[config.mk]
export PLATFORM = sky130hd
export DESIGN_NAME = top_three_share_of_total_unit
export DESIGN_NICKNAME = d
export VERILOG_FILES = /design/src/design/tss_pkg.sv /design/src/design/tss_div.sv /design/src/design/top_three_share_of_total_unit.sv
export VERILOG_INCLUDE_DIRS = /design/src /design/src/design
export SDC_FILE = /design/constraint.sdc
export NUM_CORES = 1
export LEC_CHECK = 0
export BUFFER_PORTS_ARGS = -buffer_cell sky130_fd_sc_hd__buf_2
export CAP_MARGIN = 5
export CORE_MARGIN = 5
export CORE_UTILIZATION = 40
export DETAILED_ROUTE_END_ITERATION = 10
export SETUP_SLACK_MARGIN = 0.15
export SLEW_MARGIN = 20
export SYNTH_ARGS = -nofsm -noshare
export SYNTH_HDL_FRONTEND = slang
export SYNTH_SLANG_ARGS = --single-unit
[constraint.sdc]
create_clock -name clk -period 5.6 [get_ports clk]
set_input_delay 0.56 -clock clk [delete_from_list [all_inputs] [get_ports clk]]
set_output_delay 0.56 -clock clk [all_outputs]
set_load 0.02 [all_outputs]
[src/design/assert_macros.svh]
// assertion macros used by top_three_share_of_total_unit
// uses the clk and rst_n names of the module that includes it
`ifndef ASSERT_MACROS_SVH
`define ASSERT_MACROS_SVH

// same-cycle implication, checked out of reset
`define ASSERT_IMPL(lbl, ante, cons, msg) \
    lbl: assert property (@(posedge clk) disable iff (!rst_n) (ante) |-> (cons)) \
        else $error(msg);

// next-cycle implication, checked out of reset
`define ASSERT_NEXT(lbl, ante, cons, msg) \
    lbl: assert property (@(posedge clk) disable iff (!rst_n) (ante) |=> (cons)) \
        else $error(msg);

`endif

[src/design/tss_pkg.sv]
// shared types and constants for the top three share of total block
// no dependencies
`timescale 1ns / 1ps
`default_nettype none

package tss_pkg;

    localparam int VOL_W      = 32;
    localparam int TOTAL_W    = 44;
    localparam int TOP3_W     = 33;
    localparam int FRAC_SHIFT = 16;
    localparam int DIVIDEND_W = TOP3_W + FRAC_SHIFT;
    localparam int SHARE_W    = 32;
    localparam int STEP_W     = $clog2(DIVIDEND_W);
    localparam int KEPT_W     = 2;

    localparam logic [KEPT_W-1:0] KEPT_MAX = KEPT_W'(3);

    localparam logic signed [TOTAL_W-1:0] TOTAL_MAX = {1'b0, {(TOTAL_W-1){1'b1}}};
    localparam logic signed [TOTAL_W-1:0] TOTAL_MIN = {1'b1, {(TOTAL_W-1){1'b0}}};
    localparam logic [SHARE_W-1:0] SHARE_MAX = {1'b0, {(SHARE_W-1){1'b1}}};

    typedef enum logic [1:0] {
        S_IDLE,
        S_START,
        S_RUN,
        S_EMIT
    } tss_state_t;

    typedef struct packed {
        logic busy;
        logic done;
    } div_status_t;

endpackage

`default_nettype wire

[src/design/tss_div.sv]
// restoring divider, one quotient bit per cycle
// depends on tss_pkg
`timescale 1ns / 1ps
`default_nettype none

module tss_div (
    input  wire logic                            clk,
    input  wire logic                            rst_n,
    input  wire logic                            start,
    input  wire logic [tss_pkg::DIVIDEND_W-1:0]  dividend,
    input  wire logic [tss_pkg::TOTAL_W-1:0]     divisor,
    output tss_pkg::div_status_t                 status,
    output logic [tss_pkg::DIVIDEND_W-1:0]       quotient
);
    import tss_pkg::*;

    logic                  busy_reg, busy_next;
    logic                  done_reg, done_next;
    logic [STEP_W-1:0]     step_reg, step_next;
    logic [TOTAL_W-1:0]    rem_reg, rem_next;
    logic [DIVIDEND_W-1:0] num_reg, num_next;
    logic [TOTAL_W-1:0]    divisor_reg, divisor_next;
    logic [TOTAL_W:0]      trial;
    logic [TOTAL_W:0]      diff;
    logic                  fits;

    always_ff @(posedge clk or negedge rst_n)
    begin
        if (!rst_n)
        begin
            busy_reg <= 1'b0;
            done_reg <= 1'b0;
            step_reg <= '0;
        end
        else
        begin
            busy_reg <= busy_next;
            done_reg <= done_next;
            step_reg <= step_next;
        end
    end

    always_ff @(posedge clk)
    begin
        rem_reg     <= rem_next;
        num_reg     <= num_next;
        divisor_reg <= divisor_next;
    end

    // dividend bits shift out at the top, quotient bits shift in at the bottom
    always_comb
    begin
        trial        = {rem_reg, num_reg[DIVIDEND_W-1]};
        diff         = trial - {1'b0, divisor_reg};
        fits         = trial >= {1'b0, divisor_reg};
        busy_next    = busy_reg;
        done_next    = 1'b0;
        step_next    = step_reg;
        rem_next     = rem_reg;
        num_next     = num_reg;
        divisor_next = divisor_reg;
        if (start)
        begin
            busy_next    = 1'b1;
            step_next    = STEP_W'(DIVIDEND_W - 1);
            rem_next     = '0;
            num_next     = dividend;
            divisor_next = divisor;
        end
        else if (busy_reg)
        begin
            rem_next  = fits ? diff[TOTAL_W-1:0] : trial[TOTAL_W-1:0];
            num_next  = {num_reg[DIVIDEND_W-2:0], fits};
            step_next = step_reg - STEP_W'(1);
            if (step_reg == '0)
            begin
                busy_next = 1'b0;
                done_next = 1'b1;
            end
        end
    end

    assign status.busy = busy_reg;
    assign status.done = done_reg;
    assign quotient    = num_reg;

endmodule

`default_nettype wire

[src/design/top_three_share_of_total_unit.sv]
// top three share of total: per-group top three tracking and final division
// depends on tss_pkg, tss_div and assert_macros.svh
//
// input channel: volume, is_finite, last with in_valid / in_stall. a word is
// taken when in_valid is high and in_stall is low. a word with is_finite low
// is skipped; last closes the group.
// output channel: share, share_valid with out_valid / out_stall. one word per
// group, taken when out_valid is high and out_stall is low.
// throughput: a word that is not last is taken every cycle. after a last word
// in_stall stays high while the sequencer runs the 49-step restoring divider,
// one quotient bit per cycle, and until the output register takes the result.
// a result waiting on out_stall does not block the next group's words; only
// the end of the next group waits until the output register is free.
// reset clears the running statistics, the sequencer and the output valid.
`timescale 1ns / 1ps
`default_nettype none
`include "assert_macros.svh"

module top_three_share_of_total_unit (
    input  wire logic                          clk,
    input  wire logic                          rst_n,
    input  wire logic                          in_valid,
    output logic                               in_stall,
    input  wire logic signed [tss_pkg::VOL_W-1:0] volume,
    input  wire logic                          is_finite,
    input  wire logic                          last,
    output logic                               out_valid,
    input  wire logic                          out_stall,
    output logic signed [tss_pkg::SHARE_W-1:0] share,
    output logic                               share_valid
);
    import tss_pkg::*;

    tss_state_t state_reg, state_next;

    logic signed [VOL_W-1:0]   largest_reg, largest_next;
    logic signed [VOL_W-1:0]   second_reg, second_next;
    logic signed [VOL_W-1:0]   third_reg, third_next;
    logic [KEPT_W-1:0]         kept_count_reg, kept_count_next;
    logic signed [TOTAL_W-1:0] total_reg, total_next;
    logic                      any_kept_reg, any_kept_next;
    logic                      calc_valid_reg, calc_valid_next;
    logic                      out_valid_reg, out_valid_next;
    logic [SHARE_W-1:0]        share_reg, share_next;
    logic                      share_valid_reg, share_valid_next;

    logic                      in_accept;
    logic                      out_free;
    logic signed [TOTAL_W:0]   total_sum;
    logic                      gt_l, gt_s, gt_t;
    logic signed [TOP3_W:0]    top3_sum;
    logic [TOP3_W-1:0]         top3_clamp;
    logic                      div_start;
    logic [DIVIDEND_W-1:0]     dividend;
    logic [DIVIDEND_W-1:0]     quotient;
    div_status_t               div_status;

    tss_div u_div (
        .clk      (clk),
        .rst_n    (rst_n),
        .start    (div_start),
        .dividend (dividend),
        .divisor  (total_reg),
        .status   (div_status),
        .quotient (quotient)
    );

    always_ff @(posedge clk or negedge rst_n)
    begin
        if (!rst_n)
        begin
            state_reg       <= S_IDLE;
            largest_reg     <= '0;
            second_reg      <= '0;
            third_reg       <= '0;
            kept_count_reg  <= '0;
            total_reg       <= '0;
            any_kept_reg    <= 1'b0;
            calc_valid_reg  <= 1'b0;
            out_valid_reg   <= 1'b0;
        end
        else
        begin
            state_reg       <= state_next;
            largest_reg     <= largest_next;
            second_reg      <= second_next;
            third_reg       <= third_next;
            kept_count_reg  <= kept_count_next;
            total_reg       <= total_next;
            any_kept_reg    <= any_kept_next;
            calc_valid_reg  <= calc_valid_next;
            out_valid_reg   <= out_valid_next;
        end
    end

    always_ff @(posedge clk)
    begin
        share_reg       <= share_next;
        share_valid_reg <= share_valid_next;
    end

    assign in_stall  = (state_reg != S_IDLE);
    assign in_accept = in_valid && !in_stall;
    assign out_free  = !out_valid_reg || !out_stall;

    assign total_sum = {total_reg[TOTAL_W-1], total_reg} + (TOTAL_W+1)'(volume);
    assign gt_l      = volume > largest_reg;
    assign gt_s      = volume > second_reg;
    assign gt_t      = volume > third_reg;

    // only the first kept_count places hold real samples
    assign top3_sum =
        ((kept_count_reg != '0) ? (TOP3_W+1)'(largest_reg) : '0) +
        ((kept_count_reg >= KEPT_W'(2)) ? (TOP3_W+1)'(second_reg) : '0) +
        ((kept_count_reg == KEPT_MAX) ? (TOP3_W+1)'(third_reg) : '0);
    assign top3_clamp = top3_sum[TOP3_W] ? '0 : top3_sum[TOP3_W-1:0];
    assign dividend   = {top3_clamp, {FRAC_SHIFT{1'b0}}};

    always_comb
    begin
        state_next       = state_reg;
        largest_next     = largest_reg;
        second_next      = second_reg;
        third_next       = third_reg;
        kept_count_next  = kept_count_reg;
        total_next       = total_reg;
        any_kept_next    = any_kept_reg;
        calc_valid_next  = calc_valid_reg;
        out_valid_next   = out_valid_reg;
        share_next       = share_reg;
        share_valid_next = share_valid_reg;
        div_start        = 1'b0;

        if (out_valid_reg && !out_stall)
        begin
            out_valid_next = 1'b0;
        end

        unique case (state_reg)
            S_IDLE:
            begin
                if (in_accept)
                begin
                    if (is_finite)
                    begin
                        // saturating total
                        if (total_sum[TOTAL_W] != total_sum[TOTAL_W-1])
                        begin
                            total_next = total_sum[TOTAL_W] ? TOTAL_MIN : TOTAL_MAX;
                        end
                        else
                        begin
                            total_next = total_sum[TOTAL_W-1:0];
                        end
                        any_kept_next = 1'b1;
                        if (kept_count_reg != KEPT_MAX)
                        begin
                            kept_count_next = kept_count_reg + KEPT_W'(1);
                        end
                        unique case (kept_count_reg)
                            KEPT_W'(0):
                            begin
                                largest_next = volume;
                            end
                            KEPT_W'(1):
                            begin
                                if (gt_l)
                                begin
                                    second_next  = largest_reg;
                                    largest_next = volume;
                                end
                                else
                                begin
                                    second_next = volume;
                                end
                            end
                            default:
                            begin
                                if (gt_l)
                                begin
                                    third_next   = second_reg;
                                    second_next  = largest_reg;
                                    largest_next = volume;
                                end
                                else if (gt_s)
                                begin
                                    third_next  = second_reg;
                                    second_next = volume;
                                end
                                else if (gt_t || kept_count_reg != KEPT_MAX)
                                begin
                                    third_next = volume;
                                end
                            end
                        endcase
                    end
                    if (last)
                    begin
                        state_next = S_START;
                    end
                end
            end
            S_START:
            begin
                calc_valid_next = any_kept_reg && !total_reg[TOTAL_W-1] && (total_reg != '0);
                div_start       = 1'b1;
                state_next      = S_RUN;
            end
            S_RUN:
            begin
                if (div_status.done)
                begin
                    state_next = S_EMIT;
                end
            end
            S_EMIT:
            begin
                if (out_free)
                begin
                    out_valid_next   = 1'b1;
                    share_valid_next = calc_valid_reg;
                    if (!calc_valid_reg)
                    begin
                        share_next = '0;
                    end
                    else if (quotient[DIVIDEND_W-1:SHARE_W-1] != '0)
                    begin
                        share_next = SHARE_MAX;
                    end
                    else
                    begin
                        share_next = quotient[SHARE_W-1:0];
                    end
                    largest_next    = '0;
                    second_next     = '0;
                    third_next      = '0;
                    kept_count_next = '0;
                    total_next      = '0;
                    any_kept_next   = 1'b0;
                    state_next      = S_IDLE;
                end
            end
            default:
            begin
                state_next = S_IDLE;
            end
        endcase
    end

    assign out_valid   = out_valid_reg;
    assign share       = share_reg;
    assign share_valid = share_valid_reg;

    `ASSERT_IMPL(a_kept_match, 1'b1, any_kept_reg == (kept_count_reg != '0), "kept flag and count disagree")
    `ASSERT_IMPL(a_idle_div, state_reg == S_IDLE, !div_status.busy, "divider busy while idle")
    `ASSERT_NEXT(a_last_start, in_accept && last, state_reg == S_START, "last word did not start division")
    `ASSERT_IMPL(a_invalid_zero, out_valid_reg && !share_valid_reg, share_reg == '0, "invalid result not zero")

endmodule

`default_nettype wire
* Word-level counts from Yosys, hierarchy flattened
Cells that the tools add are included.
W data, S select, Z words.
** Word-level totals
- Logic and storage cells :: 136
- Output and inout port bits :: 35
- Bits in registers :: 325
** Cells by class
- Add/subtract/negate cells :: 6
- Equal/unequal tests :: 18
- Bitwise gates (word level) :: 1
- Mux-type cells :: 59
- Reduce and logical (&&, ||, !) cells :: 28
- Magnitude comparators :: 5
** Operators by type and width (number)
- $mux W32 :: 16
- $mux W44 :: 6
- $pmux W32 S2 :: 4
- $mux W34 :: 3
- $mux W49 :: 2
- $gt A32 B32 Y1 :: 3
- $pmux W44 S2 :: 1
- $add A34 B34 Y34 :: 2
- $add A44 B32 Y45 :: 1
- $ge A45 B44 Y1 :: 1
- $reduce_bool A44 Y1 :: 1
- $sub A44 B44 Y44 :: 1
- $mux W33 :: 1
- $mux W31 :: 1
- $reduce_bool A18 Y1 :: 1
- $ne A2 B2 Y1 const B :: 8
- $mux W2 :: 7
- $mux W1 :: 13
- $mux W6 :: 2
- $reduce_and A6 Y1 :: 2
- $reduce_and A5 Y1 :: 2
- $pmux W2 S4 :: 1
- $reduce_and A4 Y1 :: 2
- $reduce_bool A2 Y1 :: 4
- other kinds (20) :: 32

* Depth between registers and ports, before layout
Gate-level depths: netlist of run 1.
- Word-level depth :: 9
- Gate-level depth with buffers :: 21
- Mapped depth without buffers :: 19

* Cells and area by module
From an unflattened synthesis of run 1, not the netlist that was laid out.
** Second synthesis, totals
- Cells, all modules :: 2733
- Area, all modules :: 24807.5 um^2
** By module, submodules not included
- top_three_share_of_total_unit :: cells an instance 1854, instances 1, area each 16124.2 um^2
- tss_div :: cells an instance 879, instances 1, area each 8683.3 um^2

* Least setup slack after synthesis of run 1
OpenSTA, ideal clock, no wires.
- Kind :: register to register
- From :: register kept_count_reg[1]
- To :: register u_div.num_reg[16] (netlist: u_div.quotient[16]) (data pin)
- Path slack :: 847 ps
- Arrival time :: 4496 ps
- Path buffers :: 4
- Clock period less this slack :: 4753 ps
- Data required time :: 5343 ps
- Stages on the path, launching flop included :: 21
- Path through :: dfrtp_1 -> clkbuf_1 -> inv_1 -> ha_1 -> clkbuf_1 -> clkbuf_1 -> nand2b_1 -> fa_1 -> inv_1 -> ha_1 -> nor2b_1 -> o31ai_1 -> o211ai_1 -> a221oi_2 -> nor2_1 -> o41ai_2 -> o22ai_1 -> nand2_1 -> a31oi_1 -> clkbuf_1 -> a22o_1
** Between the ends
- Word-level cells in the longest chain between the ends :: 6
- Elaborated cells between the ends (all ways) :: 10
- Classes of those cells :: add/sub (2); order compare (1); eq/ne (1); mux (5); reduce/logical (1)
** Ends and longest elaborated chain
- start: declaration :: RTL line top_three_share_of_total_unit.sv:39 : logic [KEPT_W-1:0] kept_count_reg, kept_count_next;
- start signal: assignment :: RTL line top_three_share_of_total_unit.sv:88 : kept_count_reg <= kept_count_next;
- $ge A2 B2 Y1 or $reduce_bool A2 Y1 (tied branches) :: RTL line top_three_share_of_total_unit.sv:114, top_three_share_of_total_unit.sv:113
- $mux W34, on equally long branches :: RTL line top_three_share_of_total_unit.sv:114, top_three_share_of_total_unit.sv:113
- $add A34 B34 Y34 :: RTL line top_three_share_of_total_unit.sv:113 : ((kept_count_reg != '0) ? (TOP3_W+1)'(largest_reg) : '0) +
- $add A34 B34 Y34 (*) :: RTL line top_three_share_of_total_unit.sv:114 : ((kept_count_reg >= KEPT_W'(2)) ? (TOP3_W+1)'(second_reg) : '0) +
- $mux W33 (*) :: RTL line top_three_share_of_total_unit.sv:116 : assign top3_clamp = top3_sum[TOP3_W] ? '0 : top3_sum[TOP3_W-1:0];
- $mux W49 (*) :: RTL line tss_div.sv:62 : if (start)
- net u_div.num_next[16] :: RTL line tss_div.sv:21 : logic [DIVIDEND_W-1:0] num_reg, num_next;
- end signal: assignment :: RTL line tss_div.sv:46 : num_reg <= num_next;
- end: declaration :: RTL line tss_div.sv:21
Mark *: on every way through the listed nets, which the timed path passes. The rest lies on a longest branch.
A chain may end at the register's enable or synchronous reset.

* Worst setup path in the final report of run 1
- From :: register kept_count_reg[0]
- To :: register u_div.num_reg[21] (netlist: u_div.quotient[21]) (data pin)
The elaborated chain is that of the path after synthesis.

==> flow_metrics.py, run 1 <==
metrics = {
    "global_route": {
        "antenna_found_initial": 0,
        "grt_max_degree": 104,
        "overflow": 0,
        "grt_pass1_vias": 18831,
        "grt_pass1_wl_um": 108000,
        "grt_use_total": 0.208,
    },
    "power_and_ir_drop": {
        "ir_drop_mv": 0.323,
        "power.density_mw_per_mm2": 646,
        "p_leak_nw": 12.2,
    },
    "timing": {
        "post-route-min-period_ns": 5.12,
        "setup_viol": 0,
        "final_max_slew_viol_count": 0,
        "fmax_mhz": 195,
        "max_slew.worst_pin.slew_ns": 1.06,
        "holdWs_ns": 0.0987,
        "setup_tns_ns": 0,
        "max_slew_margin": 0.296,
        "fin_skew_ns": 0.0266,
        "rsz0062_at_grt": "false",
        "finalCritPeriodShare": 0.914,
        "hold_viol_final": 0,
    },
    "placement": {
        "dpl.hpwl_um": 51800,
        "portBuffers": 72,
        "routabilityCongestion": 0.890,
    },
    "yosys": {
        "yosys_most_used_dff": "dfrtp_1",
        "async_flop_share": 0.477,
        "yosysWarnings": 0,
        "synth-seq-cells": 325,
        "synth-edff-count": 110,
        "synth_seq_area_share": 0.349,
        "synthesis.nets": 2960,
        "avgSynthCellArea_um2": 9.01,
        "synth_cells": 2661,
        "synth.distinct_cells": 81,
        "netlist_area_mm2": 0.0240,
    },
    "worst_setup_path": {
        "crit_slowest_cell": "fa_1",
        "crit_required_ns": 5.90,
        "crit_fanout": 32,
        "crit_family": "compound AO/OA/AOI/OAI gates",
        "crit_cells": 19,
        "start_kind": "flop",
        "reg2regPathDepth": 19,
        "path_class": "flop to flop",
        "worstPathCellList": "inv_1 -> ha_1 -> or2_2 -> and2_1 -> fa_1 -> ha_1 -> inv_1 -> fa_1 -> nor2b_1 -> o31ai_1 -> o211ai_1 -> a221oi_4 -> nor2_1 -> o41ai_2 -> o22ai_1 -> nand2_1 -> a31oi_2 -> buf_4 -> a32o_1",
        "r2r-end": "u_div.quotient[21]",
        "worst_ep_arrival_time_ns": 5.42,
        "regToRegSetupSlack_ns": 0.48,
        "cp_num_buf_inv": 3,
        "r2r_start": "kept_count_reg[0]",
        "worstSetupEndpointType": "flop",
        "startpoint": "kept_count_reg[0]",
        "max_stage_delay_ns": 0.45,
        "cp-endpoint": "u_div.quotient[21]",
    },
    "drt": {
        "num_vias": 19484,
        "ant_nets": 0,
        "wire_per_inst_um": 19.7,
        "dr.first_iter.drc_count": 1489,
        "drtPass1Iterations": 5,
        "wl_um": 68400,
        "viasPerCell": 5.60,
        "route.detailed.drc": 0,
    },
    "clocking": {
        "clk_latency_ns": 0.57,
        "holdBufCountCts": 0,
        "cts_buffers": 39,
        "tritoncts": "done",
        "cts_root_buf": "clkbuf_16",
        "cts_resized": 0,
        "clk_pin_slew_ns": 0.06,
        "clock_sinks": 325,
        "post_cts_buffers": 0,
        "cts_max_path_buffers": 3,
        "htreeDepth": 2,
    },
    "die": {
        "io_pins": 73,
        "floorplan.initialDensity": 0.405,
        "die_area_mm2": 0.0650,
        "die-width_um": 255,
        "die_y_um": 255,
        "rows": 89,
        "core_area_mm2": 0.0592,
    },
    "finish": {
        "post-route-util": 0.445,
        "largest_reg_flops": 49,
        "final_common_cell": "nand2_1",
        "fin_nets": 2979,
        "diodes": 0,
        "syn2layout_area_growth_pct": 9.96,
        "final_cell_mix": "nand2_1, inv_1, ha_1, nor2_1, dfrtp_1",
        "final_layout_size_suffix_gt1_frac": 0.0798,
    },
    "run": {
        "drv_cap": 0,
    },
    "run_status": {
        "status": "completed",
    },
    "worst_hold_path": {
        "hp-class": "input pin to asynchronous set/reset pin",
    },
}
per-layer routing:
layer	global-route usage	up-vias	wire [µm]
met5	0	-	0
met4	0.0475	0	1410
met3	0.0325	81	3880
met2	0.300	462	28200
met1	0.327	9463	35000
li1	-	9478	-
worst register-to-register path: cells and delay by family (launching register included):
family                   cells  cell delay [ns]
AO/OA/AOI/OAI                7             1.98
adder cells (fa/ha/maj)      4             1.10
flip-flops                   1             0.43
AND/OR/NAND/NOR              5             0.93
buffers and inverters        3             0.41
final cells by class:
| type | count | area (µm²) |
|---|---|---|
| fillers | 5781 | 32900 |
| multi-input cells | 1967 | 14300 |
| flip-flops and latches | 325 | 8380 |
| clock buffers | 50 | 1080 |
| well taps | 773 | 967 |
| inverters | 249 | 935 |
| repair buffers | 98 | 584 |
| clock inverters | 17 | 148 |
synthesized netlist by cell type, drive strengths merged (29+ instances only):
master / number / area share
a21o: 70 / 0.022
a21oi: 152 / 0.032
a22o: 76 / 0.028
a311oi: 29 / 0.011
buf: 31 / 0.0068
clkbuf: 89 / 0.014
dfrtp: 155 / 0.16
dfxtp: 60 / 0.050
edfxtp: 110 / 0.14
fa: 35 / 0.029
ha: 226 / 0.12
inv: 249 / 0.039
mux2: 33 / 0.020
mux2i: 94 / 0.039
nand2: 296 / 0.046
nand2b: 74 / 0.019
nand3: 35 / 0.0073
nand4: 40 / 0.010
nor2: 224 / 0.035
nor3: 29 / 0.0065
o21ai: 141 / 0.029
o2bb2ai: 33 / 0.012
xnor2: 63 / 0.023
xor2: 44 / 0.016
through the flow:
stage | std cells | setup WS, ns | total power, mW | cell area [µm²]
CTS | 3478 | 0.427 | 17.0 | 26300
global placement | 3411 | 0.589 | 14.2 | 25100
finish | 3479 | 0.479 | 17.0 | 26400
global route | 3479 | 0.158 | 18.5 | 26400
detailed placement | 3411 | 0.453 | 14.5 | 25100
floorplan | 2661 | 0.847 | 11.9 | 24000
where the power goes:
group          total, mW  internal (mW)  leakage (nW)  switching (mW)
Sequential          4.54           3.56          3.60           0.981
Combinational       10.0           4.10          8.00            5.91
Clock               2.48           1.45         0.591            1.03
worst min-delay path by stage:
stage                     slack [ns]              end           start  cells past startpoint
after CTS                       0.17  largest_reg[12]           rst_n                      1
final                            0.1  largest_reg[12]           rst_n                      1
after global routing            0.19  largest_reg[12]           rst_n                      1
after floorplan                 0.26     any_kept_reg           rst_n                      0
after detailed placement        0.46      share_valid  calc_valid_reg                      0
after global placement          0.46     any_kept_reg    any_kept_reg                      1
cell families after synthesis:
kind of cell	share of synthesized area
mux	0.0594
xor+xnor	0.0391
compound gates	0.190
buf+inv	0.0597
simple gates	0.155
flops	0.349
other cells	0.000156
fa+ha+maj	0.147
Note: power is estimated with default switching activity, not from simulation.
==> run 2: changes to the inputs <==
--- a/config.mk
+++ b/config.mk
@@ -12,7 +12,6 @@
 export CORE_UTILIZATION = 40
 export DETAILED_ROUTE_END_ITERATION = 10
 export SETUP_SLACK_MARGIN = 0.15
-export SLEW_MARGIN = 20
 export SYNTH_ARGS = -nofsm -noshare
 export SYNTH_HDL_FRONTEND = slang
 export SYNTH_SLANG_ARGS = --single-unit
==> constraint.sdc (replaced) <==
create_clock -name clk -period 5.6 [get_ports clk]
set_input_delay 0.28 -clock clk [delete_from_list [all_inputs] [get_ports clk]]
set_output_delay 0.28 -clock clk [all_outputs]
set_load 0.02 [all_outputs]
==> run 2 against run 1 <==
Clock power barely moved. Largest cell class unchanged. Non-clock buffer count rose by 4. Die area did not move.
==> flow_metrics.py, run 2 (same netlist as run 1, synthesis figures left out) <==
metrics = {
    "global_route": {
        "grt_max_degree": 97,
        "antenna_found_initial": 1,
        "grt_pass1_wl_um": 109000,
        "grt_use_total": 0.210,
        "overflow": 0,
        "grt_pass1_vias": 19040,
    },
    "placement": {
        "dpl_worst_slack_ns": 0.470,
        "routabilityCongestion": 0.875,
        "portBuffers": 72,
        "dpl.hpwl_um": 52000,
    },
    "die": {
        "floorplan.initialDensity": 0.405,
        "die-width_um": 255,
        "io_pins": 73,
        "rows": 89,
        "die_area_mm2": 0.0650,
        "die_y_um": 255,
        "core_area_mm2": 0.0592,
    },
    "timing": {
        "max_slew.worst_pin.slew_ns": 1.08,
        "finalCritPeriodShare": 0.904,
        "holdWs_ns": 0.0872,
        "post-route-min-period_ns": 5.06,
        "final_max_slew_viol_count": 0,
        "setup_tns_ns": 0,
        "setup_ws_ns": 0.537,
        "fin_skew_ns": 0.0303,
        "rsz0062_at_grt": "false",
        "hold_viol_final": 0,
        "max_slew_margin": 0.275,
        "fmax_mhz": 197,
        "setup_viol": 0,
    },
    "drt": {
        "num_vias": 19565,
        "dr.first_iter.drc_count": 1544,
        "viasPerCell": 5.61,
        "ant_nets": 0,
        "drtPass1Iterations": 8,
        "wl_um": 68600,
        "wire_per_inst_um": 19.7,
        "route.detailed.drc": 0,
    },
    "worst_setup_path": {
        "max_stage_delay_ns": 0.47,
        "worst_ep_arrival_time_ns": 5.37,
        "crit_required_ns": 5.90,
        "r2r-end": "u_div.quotient[21]",
        "r2r_start": "kept_count_reg[0]",
        "crit_slowest_cell": "a221oi_2",
        "crit_fanout": 32,
        "worstPathCellList": "inv_1 -> ha_1 -> or2_2 -> and2_1 -> fa_1 -> ha_1 -> inv_1 -> fa_1 -> nor2b_1 -> o31ai_2 -> o211ai_1 -> a221oi_2 -> nor2_1 -> o41ai_2 -> o22ai_1 -> nand2_1 -> a31oi_2 -> buf_4 -> a32o_1",
        "path_class": "flop to flop",
        "reg2regPathDepth": 19,
        "crit_family": "compound AO/OA/AOI/OAI gates",
        "start_kind": "flop",
        "worstSetupEndpointType": "flop",
        "regToRegSetupSlack_ns": 0.54,
        "cp_num_buf_inv": 3,
    },
    "clocking": {
        "htreeDepth": 2,
        "clk_pin_slew_ns": 0.06,
        "cts_buffers": 39,
        "cts_max_path_buffers": 3,
        "clk_latency_ns": 0.57,
        "tritoncts": "done",
        "clock_sinks": 325,
        "post_cts_buffers": 0,
        "cts_root_buf": "clkbuf_16",
    },
    "power_and_ir_drop": {
        "p_total_mw": 17.1,
        "power.density_mw_per_mm2": 647,
        "ir_drop_mv": 0.283,
        "p_leak_nw": 12.2,
    },
    "run": {
        "drv_cap": 0,
    },
    "finish": {
        "fin_nets": 2983,
        "largest_reg_flops": 49,
        "final_layout_size_suffix_gt1_frac": 0.0819,
        "syn2layout_area_growth_pct": 10.0,
        "final_cell_mix": "nand2_1, inv_1, ha_1, nor2_1, dfrtp_1",
        "final_common_cell": "nand2_1",
        "diodes": 0,
    },
    "worst_hold_path": {
        "hold-path-cell-count": 3,
        "min_from": "volume[4]",
        "hold_end": "largest_reg[4]",
        "hp-class": "input pin to flop",
    },
    "run_status": {
        "status": "completed",
    },
}
[run 2: timing repair]
| item | in CTS | in global routing |
|---|---|---|
| hold endpoints to repair | 96 | 0 |
| endpoints found under the setup margin | 0 | 3 |
| resized for setup | 0 | 1 |
| hold buffers | 2 | 0 |
[run 2: power by group]
group / total, mW / switching, mW / internal, mW
logic: 10.1 / 5.95 / 4.12
registers: 4.53 / 0.964 / 3.56
clock network: 2.46 / 1.07 / 1.40
[run 2: worst max-delay path by stage]
stage                         endpoint  depth (start not counted)  slack [ns]              start
detailed placement  u_div.quotient[21]                         19        0.47  kept_count_reg[0]
global route        u_div.quotient[21]                         19        0.27  kept_count_reg[0]
global placement    u_div.quotient[21]                         19        0.53  kept_count_reg[0]
floorplan           u_div.quotient[16]                         20        0.85  kept_count_reg[1]
finish              u_div.quotient[21]                         19        0.54  kept_count_reg[0]
CTS                 u_div.quotient[21]                         19        0.44  kept_count_reg[0]
[run 2: area by class of cell]
class / count / area (µm²)
Timing Repair Buffer: 102 / 604
Sequential cell: 325 / 8380
Fill cell: 5741 / 32900
Multi-Input combinational cell: 1967 / 14300
Clock inverter: 21 / 174
Inverter: 249 / 935
Tap cell: 773 / 967
Clock buffer: 48 / 1050
[run 2: per-stage QoR]
stage / utilization / cells / cell area (µm²)
after CTS: 0.445 / 3484 / 26400
after global routing: 0.445 / 3485 / 26400
after floorplan: - / 2661 / 24000
after global placement: 0.424 / 3413 / 25100
after detailed placement: 0.424 / 3413 / 25100
final: 0.445 / 3485 / 26400
[run 2: metal layers]
layer / track usage / part of all wire / vias up
li1: - / - / 9502
met5: 0 / 0.00019 / -
met4: 0.0533 / 0.025 / 2
met3: 0.0384 / 0.067 / 88
met2: 0.302 / 0.40 / 557
met1: 0.323 / 0.50 / 9416
[run 2: worst reg2reg max path, stage by stage (launching register included)]
cell	delay (ns)
dfrtp_1	0.42
inv_1	0.10
ha_1	0.19
or2_2	0.38
and2_1	0.23
fa_1	0.46
ha_1	0.25
inv_1	0.08
fa_1	0.21
nor2b_1	0.08
o31ai_2	0.28
o211ai_1	0.20
a221oi_2	0.47
nor2_1	0.14
o41ai_2	0.38
o22ai_1	0.18
nand2_1	0.14
a31oi_2	0.08
buf_4	0.24
a32o_1	0.29
